--- src/sv/lcg_sample_histogram_assert.svh ---
// Assertion macros shared by the lcg_sample_histogram modules.
`ifndef LCG_SAMPLE_HISTOGRAM_ASSERT_SVH
`define LCG_SAMPLE_HISTOGRAM_ASSERT_SVH

// Checked out of reset only.
`define LSH_ASSERT(lbl, prop, msg) \
  lbl: assert property (@(posedge clk) disable iff (!rst_n) prop) \
    else $error(msg);

// Checked at every edge, reset included.
`define LSH_ASSERT_ALWAYS(lbl, prop, msg) \
  lbl: assert property (@(posedge clk) prop) \
    else $error(msg);

`endif

--- src/sv/lsh_pkg.sv ---
// Shared constants and types for the LCG sample histogram.
package lsh_pkg;

  localparam int SAMPLE_W     = 31;
  localparam int COUNT_W      = 32;
  localparam int BIN_W        = 4;
  localparam int FUNC_W       = 2;
  localparam int BINS_W       = 7;
  localparam int BINS_DEFAULT = 10;
  localparam int QUEUE_DEPTH  = 2;
  localparam int ADDR_W       = 4;
  localparam int DATA_W       = 32;

  localparam logic [SAMPLE_W-1:0] LCG_MOD    = 31'h7FFF_FFFF;
  localparam logic [SAMPLE_W-1:0] MULT_RESET = 31'd397204094;
  localparam logic [SAMPLE_W-1:0] INC_RESET  = 31'd0;
  localparam logic [SAMPLE_W-1:0] SEED_RESET = 31'd12458978;
  localparam logic [COUNT_W-1:0]  COUNT_MAX  = 32'hFFFF_FFFF;

  localparam logic [1:0] REG_MULT = 2'd0;
  localparam logic [1:0] REG_INC  = 2'd1;
  localparam logic [1:0] REG_SEED = 2'd2;

  localparam logic [FUNC_W-1:0] FUNC_GEN     = 2'd0;
  localparam logic [FUNC_W-1:0] FUNC_READ    = 2'd1;
  localparam logic [FUNC_W-1:0] FUNC_RESTART = 2'd2;

  typedef enum logic [1:0] {
    OP_GEN     = 2'd0,
    OP_READ    = 2'd1,
    OP_RESTART = 2'd2,
    OP_NOP     = 2'd3
  } op_t;

  typedef struct packed {
    op_t              op;
    logic [BIN_W-1:0] sel;
    logic             hit;
  } cmd_t;

endpackage

--- src/sv/lsh_front.sv ---
// Request decoder and two-entry command queue.
module lsh_front #(
  parameter int BINS = lsh_pkg::BINS_DEFAULT
) (
  input  logic                       clk,
  input  logic                       rst_n,
  input  logic                       in_valid,
  output logic                       in_stall,
  input  logic [lsh_pkg::FUNC_W-1:0] in_func,
  input  logic [lsh_pkg::BIN_W-1:0]  in_bin_select,
  output logic                       q_valid,
  output lsh_pkg::cmd_t              q_cmd,
  input  logic                       q_pop
);

  `include "lcg_sample_histogram_assert.svh"

  localparam int DEPTH = lsh_pkg::QUEUE_DEPTH;
  localparam int PTR_W = $clog2(DEPTH);
  localparam int CNT_W = $clog2(DEPTH + 1);
  localparam int BW7   = lsh_pkg::BINS_W;

  lsh_pkg::cmd_t    ent_r [DEPTH];
  lsh_pkg::cmd_t    cmd;
  logic [PTR_W-1:0] wr_ptr_r;
  logic [PTR_W-1:0] rd_ptr_r;
  logic [CNT_W-1:0] count_r;
  logic [CNT_W-1:0] count_nxt;
  logic             push;

  always_comb begin
    cmd.sel = in_bin_select;
    cmd.hit = BW7'(in_bin_select) < BW7'(BINS);
    unique case (in_func)
      lsh_pkg::FUNC_GEN:     cmd.op = lsh_pkg::OP_GEN;
      lsh_pkg::FUNC_READ:    cmd.op = lsh_pkg::OP_READ;
      lsh_pkg::FUNC_RESTART: cmd.op = lsh_pkg::OP_RESTART;
      default:               cmd.op = lsh_pkg::OP_NOP;
    endcase
  end

  assign in_stall  = (count_r == CNT_W'(DEPTH));
  assign push      = in_valid && !in_stall;
  assign q_valid   = (count_r != '0);
  assign q_cmd     = ent_r[rd_ptr_r];
  assign count_nxt = count_r + CNT_W'(push) - CNT_W'(q_pop);

  always_ff @(posedge clk) begin
    if (!rst_n) begin
      wr_ptr_r <= '0;
      rd_ptr_r <= '0;
      count_r  <= '0;
    end else begin
      if (push) begin
        wr_ptr_r <= wr_ptr_r + PTR_W'(1);
      end
      if (q_pop) begin
        rd_ptr_r <= rd_ptr_r + PTR_W'(1);
      end
      count_r <= count_nxt;
    end
  end

  always_ff @(posedge clk) begin
    if (push) begin
      ent_r[wr_ptr_r] <= cmd;
    end
  end

  `LSH_ASSERT(a_q_bound, count_r <= CNT_W'(DEPTH), "queue count over depth")
  `LSH_ASSERT(a_q_grow, (push && !q_pop) |=> (count_r == $past(count_r) + CNT_W'(1)), "queue lost a request")
  `LSH_ASSERT(a_q_pop_nonempty, q_pop |-> (count_r != '0), "pop from empty queue")

endmodule

--- src/sv/lsh_back.sv ---
// Execution unit: LCG step, Mersenne reduction, binning and counter memory.
module lsh_back #(
  parameter int BINS = lsh_pkg::BINS_DEFAULT
) (
  input  logic                         clk,
  input  logic                         rst_n,
  input  logic                         q_valid,
  input  lsh_pkg::cmd_t                q_cmd,
  output logic                         q_pop,
  input  logic [lsh_pkg::SAMPLE_W-1:0] mult,
  input  logic [lsh_pkg::SAMPLE_W-1:0] inc,
  input  logic [lsh_pkg::SAMPLE_W-1:0] seed,
  output logic                         out_valid,
  input  logic                         out_stall,
  output logic [lsh_pkg::SAMPLE_W-1:0] out_sample,
  output logic [lsh_pkg::BIN_W-1:0]    out_bin,
  output logic [lsh_pkg::COUNT_W-1:0]  out_bin_count
);

  `include "lcg_sample_histogram_assert.svh"

  localparam int SW = lsh_pkg::SAMPLE_W;
  localparam int CW = lsh_pkg::COUNT_W;
  localparam int NW = lsh_pkg::BIN_W;
  localparam int BW = $clog2(BINS);
  localparam int QW = $clog2(BINS + 1);
  localparam int YW = SW + QW;
  localparam int PW = 2 * SW;

  typedef enum logic [5:0] {
    S_IDLE = 6'b000001,
    S_RED  = 6'b000010,
    S_MOD  = 6'b000100,
    S_BIN  = 6'b001000,
    S_UPD  = 6'b010000,
    S_RD   = 6'b100000
  } state_t;

  state_t          state_r;
  state_t          state_nxt;
  logic [SW-1:0]   cur_r;
  logic [PW-1:0]   p_r;
  logic [SW+1:0]   t_r;
  logic [BW-1:0]   idx_r;
  logic [NW-1:0]   sel_r;
  logic [CW-1:0]   rd_r;
  logic            vhit_r;
  logic [BINS-1:0] vld_r;
  logic [CW-1:0]   cnt_mem [BINS];

  logic            out_valid_r;
  logic [SW-1:0]   out_sample_r;
  logic [NW-1:0]   out_bin_r;
  logic [CW-1:0]   out_count_r;

  logic            out_free;
  logic            mem_we;
  logic            out_load;
  logic [SW-1:0]   seed_mod;
  logic [PW:0]     s_sum;
  logic [SW+1:0]   t_sum;
  logic [SW:0]     u_sum;
  logic [SW:0]     u_red;
  logic [YW-1:0]   y_prod;
  logic [QW-1:0]   q_lo;
  logic [SW:0]     r_sum;
  logic [QW-1:0]   q_fix;
  logic [BW-1:0]   bin_idx;
  logic [BW-1:0]   rd_addr;
  logic [CW-1:0]   cnt_cur;
  logic [CW-1:0]   cnt_new;
  logic [SW-1:0]   res_sample;
  logic [NW-1:0]   res_bin;
  logic [CW-1:0]   res_count;

  assign out_free = !out_valid_r || !out_stall;
  assign q_pop    = (state_r == S_IDLE) && q_valid && out_free;
  assign mem_we   = (state_r == S_UPD) && out_free;
  assign seed_mod = (seed == lsh_pkg::LCG_MOD) ? '0 : seed;

  // a*x + c folded twice around 2^31 - 1, then one conditional subtract
  assign s_sum = (PW+1)'(p_r) + (PW+1)'(inc);
  assign t_sum = (SW+2)'(s_sum[SW-1:0]) + (SW+2)'(s_sum[PW:SW]);
  assign u_sum = (SW+1)'(t_r[SW-1:0]) + (SW+1)'(t_r[SW+1:SW]);
  assign u_red = (u_sum >= (SW+1)'(lsh_pkg::LCG_MOD)) ?
                 u_sum - (SW+1)'(lsh_pkg::LCG_MOD) : u_sum;

  // floor(BINS*x / M) with a single correction step
  assign y_prod  = YW'(BINS) * YW'(cur_r);
  assign q_lo    = y_prod[YW-1:SW];
  assign r_sum   = (SW+1)'(y_prod[SW-1:0]) + (SW+1)'(q_lo);
  assign q_fix   = q_lo + QW'(r_sum >= (SW+1)'(lsh_pkg::LCG_MOD));
  assign bin_idx = (q_fix >= QW'(BINS)) ? BW'(BINS - 1) : BW'(q_fix);

  assign rd_addr = (state_r == S_BIN) ? bin_idx : BW'(q_cmd.sel);
  assign cnt_cur = vhit_r ? rd_r : '0;
  assign cnt_new = (cnt_cur == lsh_pkg::COUNT_MAX) ? cnt_cur : cnt_cur + CW'(1);

  always_comb begin
    state_nxt  = state_r;
    out_load   = 1'b0;
    res_sample = cur_r;
    res_bin    = '0;
    res_count  = '0;
    unique case (state_r)
      S_IDLE: begin
        if (q_pop) begin
          unique case (q_cmd.op)
            lsh_pkg::OP_GEN: begin
              state_nxt = S_RED;
            end
            lsh_pkg::OP_READ: begin
              res_bin = q_cmd.sel;
              if (q_cmd.hit) begin
                state_nxt = S_RD;
              end else begin
                out_load = 1'b1;
              end
            end
            lsh_pkg::OP_RESTART: begin
              res_sample = seed_mod;
              out_load   = 1'b1;
            end
            default: begin
              out_load = 1'b1;
            end
          endcase
        end
      end
      S_RED: state_nxt = S_MOD;
      S_MOD: state_nxt = S_BIN;
      S_BIN: state_nxt = S_UPD;
      S_UPD: begin
        res_bin   = NW'(idx_r);
        res_count = cnt_new;
        if (out_free) begin
          out_load  = 1'b1;
          state_nxt = S_IDLE;
        end
      end
      S_RD: begin
        res_bin   = sel_r;
        res_count = cnt_cur;
        if (out_free) begin
          out_load  = 1'b1;
          state_nxt = S_IDLE;
        end
      end
      default: state_nxt = S_IDLE;
    endcase
  end

  always_ff @(posedge clk) begin
    if (!rst_n) begin
      state_r     <= S_IDLE;
      cur_r       <= lsh_pkg::SEED_RESET;
      vld_r       <= '0;
      out_valid_r <= 1'b0;
    end else begin
      state_r     <= state_nxt;
      out_valid_r <= out_load || (out_valid_r && out_stall);
      if (q_pop && q_cmd.op == lsh_pkg::OP_RESTART) begin
        cur_r <= seed_mod;
        vld_r <= '0;
      end else if (state_r == S_MOD) begin
        cur_r <= SW'(u_red);
      end
      if (mem_we) begin
        vld_r[idx_r] <= 1'b1;
      end
    end
  end

  always_ff @(posedge clk) begin
    p_r <= PW'(mult) * PW'(cur_r);
    t_r <= t_sum;
    if (state_r == S_BIN) begin
      idx_r <= bin_idx;
    end
    if (q_pop) begin
      sel_r <= q_cmd.sel;
    end
    if (out_load) begin
      out_sample_r <= res_sample;
      out_bin_r    <= res_bin;
      out_count_r  <= res_count;
    end
  end

  // read data is held while a result waits on out_stall
  always_ff @(posedge clk) begin
    if (mem_we) begin
      cnt_mem[idx_r] <= cnt_new;
    end
    if (q_pop || state_r == S_BIN) begin
      rd_r   <= cnt_mem[rd_addr];
      vhit_r <= vld_r[rd_addr];
    end
  end

  assign out_valid     = out_valid_r;
  assign out_sample    = out_sample_r;
  assign out_bin       = out_bin_r;
  assign out_bin_count = out_count_r;

  `LSH_ASSERT(a_cur_below_mod, cur_r != lsh_pkg::LCG_MOD, "generator state reached modulus")
  `LSH_ASSERT(a_bin_range, (state_r == S_UPD) |-> (idx_r <= BW'(BINS - 1)), "bin index out of range")
  `LSH_ASSERT(a_upd_result, mem_we |=> out_valid_r, "counter update without result")
  `LSH_ASSERT_ALWAYS(a_rst_idle, !rst_n |=> (state_r == S_IDLE) && !out_valid_r, "reset did not idle")

endmodule

--- src/sv/lcg_sample_histogram.sv ---
// Top level: LCG modulo 2^31-1 with a per-bin sample histogram.
//
// Requests enter on in_valid/in_stall with in_func and in_bin_select; one
// result leaves per request on out_valid/out_stall. A request is taken at an
// edge with valid high and stall low. in_func: generate, read bin, restart.
// multiplier, increment and seed sit on the APB port at 0x0, 0x4 and 0x8.
// Requests pass through a two-entry queue; in_stall rises when it is full.
// A generate passes through S_RED, S_MOD, S_BIN and S_UPD, a read of a valid
// bin through S_RD; restart, out-of-range read and unused codes load their
// result straight from S_IDLE. Generate holds the execution unit through
// multiply, two folds, bin compute and counter read-modify-write on the
// counter memory, and a valid read through S_RD; no new request is taken
// until they end. Other requests go one per cycle while out_stall is low.
// Reset loads the register defaults, sets the sample to the seed default,
// marks every counter zero and empties the queue and output register.
// While out_stall is high the result holds, the execution unit finishes into
// it no further, and the queue fills and then stalls the input.
module lcg_sample_histogram #(
  parameter int BINS = lsh_pkg::BINS_DEFAULT
) (
  input  logic                         clk,
  input  logic                         rst_n,
  input  logic                         in_valid,
  output logic                         in_stall,
  input  logic [lsh_pkg::FUNC_W-1:0]   in_func,
  input  logic [lsh_pkg::BIN_W-1:0]    in_bin_select,
  output logic                         out_valid,
  input  logic                         out_stall,
  output logic [lsh_pkg::SAMPLE_W-1:0] out_sample,
  output logic [lsh_pkg::BIN_W-1:0]    out_bin,
  output logic [lsh_pkg::COUNT_W-1:0]  out_bin_count,
  input  logic                         psel,
  input  logic                         penable,
  input  logic                         pwrite,
  input  logic [lsh_pkg::ADDR_W-1:0]   paddr,
  input  logic [lsh_pkg::DATA_W-1:0]   pwdata,
  output logic [lsh_pkg::DATA_W-1:0]   prdata,
  output logic                         pready
);

  localparam int SW = lsh_pkg::SAMPLE_W;
  localparam int DW = lsh_pkg::DATA_W;
  localparam int AW = lsh_pkg::ADDR_W;

  logic [SW-1:0] mult_r;
  logic [SW-1:0] inc_r;
  logic [SW-1:0] seed_r;
  logic          cfg_we;
  logic [1:0]    cfg_idx;
  logic          q_valid;
  logic          q_pop;
  lsh_pkg::cmd_t q_cmd;

  assign pready  = 1'b1;
  assign cfg_we  = psel && penable && pwrite && pready;
  assign cfg_idx = paddr[AW-1:2];

  always_ff @(posedge clk) begin
    if (!rst_n) begin
      mult_r <= lsh_pkg::MULT_RESET;
      inc_r  <= lsh_pkg::INC_RESET;
      seed_r <= lsh_pkg::SEED_RESET;
    end else if (cfg_we) begin
      unique case (cfg_idx)
        lsh_pkg::REG_MULT: mult_r <= pwdata[SW-1:0];
        lsh_pkg::REG_INC:  inc_r  <= pwdata[SW-1:0];
        lsh_pkg::REG_SEED: seed_r <= pwdata[SW-1:0];
        default: ;
      endcase
    end
  end

  always_comb begin
    unique case (cfg_idx)
      lsh_pkg::REG_MULT: prdata = DW'(mult_r);
      lsh_pkg::REG_INC:  prdata = DW'(inc_r);
      lsh_pkg::REG_SEED: prdata = DW'(seed_r);
      default:           prdata = '0;
    endcase
  end

  lsh_front #(
    .BINS(BINS)
  ) u_front (
    .clk          (clk),
    .rst_n        (rst_n),
    .in_valid     (in_valid),
    .in_stall     (in_stall),
    .in_func      (in_func),
    .in_bin_select(in_bin_select),
    .q_valid      (q_valid),
    .q_cmd        (q_cmd),
    .q_pop        (q_pop)
  );

  lsh_back #(
    .BINS(BINS)
  ) u_back (
    .clk          (clk),
    .rst_n        (rst_n),
    .q_valid      (q_valid),
    .q_cmd        (q_cmd),
    .q_pop        (q_pop),
    .mult         (mult_r),
    .inc          (inc_r),
    .seed         (seed_r),
    .out_valid    (out_valid),
    .out_stall    (out_stall),
    .out_sample   (out_sample),
    .out_bin      (out_bin),
    .out_bin_count(out_bin_count)
  );

endmodule

--- config.mk ---
export PLATFORM = sky130hd
export DESIGN_NAME = lcg_sample_histogram
export DESIGN_NICKNAME = d
export VERILOG_FILES = /design/src/sv/lsh_pkg.sv /design/src/sv/lsh_front.sv /design/src/sv/lsh_back.sv /design/src/sv/lcg_sample_histogram.sv
export VERILOG_INCLUDE_DIRS = /design/src /design/src/sv
export SDC_FILE = /design/constraint.sdc
export NUM_CORES = 2
export LEC_CHECK = 0
export ABC_AREA = 1
export BUFFER_PORTS_ARGS = -buffer_cell sky130_fd_sc_hd__buf_4
export CAP_MARGIN = 30
export CORE_MARGIN = 8
export CORE_UTILIZATION = 60
export CTS_BUF_LIST = sky130_fd_sc_hd__clkbuf_2
export CTS_CLUSTER_DIAMETER = 60
export DETAILED_ROUTE_END_ITERATION = 8
export PLACE_DENSITY = 0.77
export SETUP_SLACK_MARGIN = 0.3
export SYNTH_ARGS = -nofsm -noshare
export SYNTH_HDL_FRONTEND = slang
export SYNTH_HIERARCHICAL = 1
export SYNTH_SLANG_ARGS = --single-unit
--- constraint.sdc ---
create_clock -name clk -period 7.8 [get_ports clk]
set_clock_uncertainty 0.1 [all_clocks]
set_input_delay 0.78 -clock clk [delete_from_list [all_inputs] [get_ports clk]]
set_output_delay 0.78 -clock clk [all_outputs]
set_load 0.01 [all_outputs]
---- Word-level counts from Yosys, hierarchy flattened ----
Memories as Yosys holds them, arrays and structs flattened. A register that Yosys moved wholly into a read port is not among the register bits.
Index checks and enable logic that the tools add are counted.
storage, ports and cells
  word-level logic and storage cells ...... 125
  bits in latches ......................... 0
  register bits after elaboration ......... 316
  memories kept ........................... 2
  memory bits (writable) .................. 334
  bits in read-only memories .............. 0
memory list
  memory          words  bits a word  read ports  clocked after memory_dff  wr ports  RTL line         text
  u_back.cnt_mem  10     32           1           1                         1         lsh_back.sv:49   logic [CW-1:0] cnt_mem [BINS];
  u_front.ent_r   2      7            1           1                         1         lsh_front.sv:23  lsh_pkg::cmd_t ent_r [DEPTH];
operators by class
  muxes and demuxes ....................... 40
  div/mod/pow operators ................... 0
  add/subtract/negate cells ............... 11
  $lt $le $gt $ge ......................... 7
  shift operators ......................... 0
  bitwise operators ....................... 1
  $mul .................................... 2
  equality and inequality tests ........... 19
  reduce and logical (&&, ||, !) cells .... 25
operators with widths
  operator                  count
  $mux W31                  7
  $pmux W31 S3              1
  $ge A32 B31 Y1 const B    2
  $mux W32                  2
  $pmux W32 S2              1
  $add A62 B31 Y63          1
  $mul A31 B31 Y62          1
  $mul A3 B31 Y34 const A   1
  $add A31 B32 Y33          1
  $add A31 B2 Y32           1
  $add A31 B4 Y32           1
  $add A32 B1 Y32 const B   1
  $eq A32 B32 Y1 const B    1
  $eq A31 B31 Y1 const B    1
  $sub A31 B31 Y31 const B  1
  $mux W10                  3
  $pmux W6 S5               1
  $mux W6                   3
  $mux W4                   4
  $pmux W4 S3               1
  $pmux W6 S2               1
  $mux W1                   11
  $lt A4 B5 Y1 const B      2
  $or A10 B10 Y10           1
  29 further kinds          55

---- Logic depth before layout (Yosys ltp) ----
  depth after elaboration ................. 9
  depth in mapped cells ................... 48
  mapped depth without buffers ............ 47

---- Hierarchy ----
Netlist, hierarchy kept.
by module, submodules not included
  module                times used  cells each  area an instance (um^2)
  lsh_back              1           7680        62866.5
  lcg_sample_histogram  1           650         4182.8
  lsh_front             1           59          780.7

---- Worst setup path after synthesis ----
OpenSTA, ideal clock, no wires.
  kind .................................... flip-flop to flip-flop
  start ................................... register u_back.cur_r[4]
  end ..................................... register u_back.p_r[58]
  setup slack ............................. 0.778 ns
  cell stages (with the launch flop) ...... 29
  data required time ...................... 7.573 ns
  setup time .............................. 0.127 ns
  arrival time ............................ 6.796 ns
  cell sequence ........................... dfxtp_1 > clkbuf_1 > clkbuf_1 > nand2_1 > fa_1 > inv_1 > fa_1 > inv_1 > fa_1 > inv_1 > fa_1 > fa_1 > inv_1 > fa_1 > fa_1 > inv_1 > fa_1 > ha_1 > a21oi_1 > o21ai_0 > a21oi_1 > nand2_1 > nand2_1 > nand3_1 > nand2_1 > o211ai_1 > a21oi_1 > o21ai_0 > xor2_1
between the ends
  cells in the longest elaborated chain, start to end .. 1
ends and longest elaborated chain
  element                 RTL line         text
  from (decl)             lsh_back.sv:41   logic [SW-1:0] cur_r;
  from (signal assigned)  lsh_back.sv:156  cur_r <= lsh_pkg::SEED_RESET;
  from (signal assigned)  lsh_back.sv:163  cur_r <= seed_mod;
  from (signal assigned)  lsh_back.sv:166  cur_r <= SW'(u_red);
  $mul A31 B31 Y62        lsh_back.sv:175  p_r <= PW'(mult) * PW'(cur_r);
  to (signal assigned)    lsh_back.sv:175
  to (decl)               lsh_back.sv:42   logic [PW-1:0] p_r;
Every way passes these cells.
A chain may end at the register's enable or synchronous reset.

---- Worst setup path in the final report ----
  start ................................... register u_back.cur_r[5]
  end ..................................... register u_back.p_r[56]
Same word-level chain as after synthesis.

==> qor.yml <==
cells_and_area:
  drive_gt1_frac: 0.1000
  postLayoutCoreUtil: 0.6732
  area_delta_synth_final_pct: 11.51
  fin_area_um2: 75640
  nNetsFinal: 9988
clock_tree:
  cts_buffers: 168
  clkTransAtPathRegs_ps: 120
  insertion_delay_ps: 1460
  clockRootBuffer: "clkbuf_2"
  cts_sinks: 683
  cts_buffer_depth: 3
  cts_tree: "built"
  cts_max_level: 4
sta:
  slew_headroom: 0.2583
  rsz0062_at_grt: "yes"
  whs_ps: 129.1
  timing.fmax_mhz: 134.1
  setup_viol: 0
  finalCriticalPeriod_ps: 7455
  fin_tns_setup_ps: 0
  tightest_slew_ps: 1109
  final_max_slew_viol_count: 0
  layout_worst_path_cycle_share: 0.9558
  report.final.hold_viol_count: 0
die:
  io_pins: 151
  die_w_um: 352.2
  num_rows: 123
  core_um2: 112300
  die_y_um: 352.2
  dieArea_um2: 124100
  initial_core_util: 0.6038
worst_hold_path:
  hold_depth: 4
  hold_end: "seed_r[23]"
  hp-start: "pwdata[23]"
  hold_class: "primary input to flip-flop"
global_route:
  overflow: 0
  grt_pass1_wl_um: 321900
  grt_use_total: 0.3270
  grt_pass1_vias: 58660
  grt_max_degree: 78
  grt_antenna_before_repair: 11
synthesis:
  synth_most_common_cell: "nand2_1"
  synth_top_area_frac: 0.2485
  yosys.area.top_type: "fa_1"
  synth-seq-cells: 683
  syn_area_per_cell_um2: 8.086
  ys_types: 56
  synthFlopType: "edfxtp_1"
  async_flop_share: 0
  ys_top_cells_by_count: "nand2_1, inv_1, fa_1"
  synth_enable_flop_cells: 442
  synth.cell_area_um2: 67830
  syn_nets: 9666
  synth_warnings: 6
  synth_area_leaders: "fa_1, edfxtp_1, nand2_1, inv_1, ha_1"
  synthCells: 8389
  ys_seq_area_frac: 0.2668
outcome:
  violations: "DRC"
  status: "finished with violations"
critical_path:
  timing.critical_path.mode_cell: "fa_1"
  slowest_delay_ps: 540
  crit_slowest_cell: "fa_1"
  worstPathRequired_ps: 8970
  path_max_fanout: 6
  cp.arrival_ps: 8630
  critical_path_class: "flip-flop to flip-flop"
  cp_top_family: "adder cells"
  r2r_start: "u_back/cur_r[5]"
  r2r_cells: 28
  end_kind: "flip-flop"
  cp-start-kind: "flip-flop"
  rrSetupSlack_ps: 340
  crit_buf_inv: 8
  reg2reg_to: "u_back/p_r[56]"
drt:
  wl_per_cell_um: 20.71
  drc: 2
  wl_um: 214400
  post_drt_via_cell_ratio: 5.672
  dr.pass1.iters: 9
  drtIter0Drc: 6684
  vias: 58720
  drtAntennaViolNets: 0
run:
  drv_cap: 0
placement:
  io_buffers: 145
  hpwl_um: 156500
  place_area_um2: 71620
  place_congestion: 0.9951
-- cells in the final DEF (no fill, tap or decap), types with 16 or more instances in the layout --
cell type and n:
o21ai_1 20, xnor2_1 73, inv_1 1774, buf_12 50, o21a_1 31, a31oi_1 27, ha_1 369, fa_1 837
clkinv_1 53, buf_4 334, clkbuf_16 18, xor2_1 139, nor3_1 55, dlygate4sd3_1 87, nor4_1 21, a21oi_2 24
clkbuf_2 228, inv_2 16, dfxtp_1 205, nand3_1 631, nand4_1 68, buf_6 20, nor2_1 468, nor2_4 16
a21oi_1 236, nand2_1 2172, edfxtp_1 442, dfxtp_4 21, nor2_2 16, o211ai_1 16, o21ai_0 175
-- how the worst max path moves through the flow --
| stage | depth (start not counted) | slack (ps) | endpoint | startpoint |
|---|---|---|---|---|
| floorplan | 28 | 780 | u_back/p_r[58] | u_back/cur_r[4] |
| global placement | 30 | 140 | u_back/p_r[60] | mult_r[9] |
| detailed placement | 30 | 60 | u_back/p_r[60] | mult_r[9] |
| CTS | 27 | 240 | u_back/p_r[60] | u_back/cur_r[4] |
| global route | 28 | 200 | u_back/p_r[57] | mult_r[14] |
| finish | 28 | 340 | u_back/p_r[56] | u_back/cur_r[5] |
-- worst register-to-register path, delay by kind of cell (launching register included) --
family                   cells  cell delay, ps
AO/OA/AOI/OAI                6             910
buffers and inverters        8             710
flip-flops                   1             470
AND/OR/NAND/NOR              4             380
adder cells (fa/ha/maj)      9            4520
XOR/XNOR                     1             140
-- cells by family (layout without fill, tap and decap cells) --
family                   count (synthesis)  after routing  synth area share
AO/OA/AOI/OAI                          582            582           0.04731
XOR/XNOR                               212            212           0.02737
adder cells (fa/ha/maj)               1228           1228            0.3197
buffers and inverters                 2161           2615            0.1228
flip-flops                             683            683            0.2668
multiplexers                             7              7          0.001549
other                                    2             10         0.0001107
AND/OR/NAND/NOR                       3514           3517            0.2143
-- sequential cells by signal, summed over array words and instances (netlist names), 2 cells and up, named ones only --
signal,flops
u_back/p_r,62
u_back/sel_r,4
u_back/out_sample,31
inc_r,31
u_front/ent_r,14
u_back/out_bin_count,32
u_back/state_r,6
seed_r,31
u_back/rd_r,32
u_back/cnt_mem,320
u_back/out_bin,4
mult_r,31
u_back/t_r,33
u_back/idx_r,4
u_back/vld_r,10
u_front/count_r,2
u_back/cur_r,31
-- cell type report --
| class | count | area (µm²) |
|---|---|---|
| Antenna cell | 8 | 20.02 |
| Clock buffer | 228 | 1141 |
| Clock inverter | 77 | 546.8 |
| Fill cell | 9020 | 36710 |
| Inverter | 1795 | 6738 |
| Multi-Input combinational cell | 5548 | 41960 |
| Sequential cell | 683 | 18200 |
| Tap cell | 1500 | 1877 |
| Timing Repair Buffer | 515 | 5160 |
-- metal layers --
layer  vias to the layer above  GRT usage  routed length [µm]
met5                         -          0                 206
met1                     28100     0.4268               79260
met3                       703    0.08359               28850
met4                         8     0.1432               10910
met2                      3547     0.5168               95210
li1                      26370          -                   -
-- through the flow --
step | setup WS [ps] | instances
2_1_floorplan | 777.8 | 8389
3_3_place_gp | 139.9 | 9891
3_5_place_dp | 61.00 | 9893
4_1_cts | 238.7 | 10290
5_1_grt | 201.1 | 10350
6_report | 344.7 | 10350
-- repair_timing --
action | CTS | global route
cloned | 3 | 18
pin swaps | 1 | 23
setup buffers | 2 | 36
endpoints found under the hold margin | 149 | 0
gates resized for setup | 10 | 176
endpoints found under the setup margin | 14 | 62
hold buffers | 88 | 0
Power is left out: the tool's default activity adds up to more than one toggle a clock period on the data nets, which glitch-free logic cannot reach.
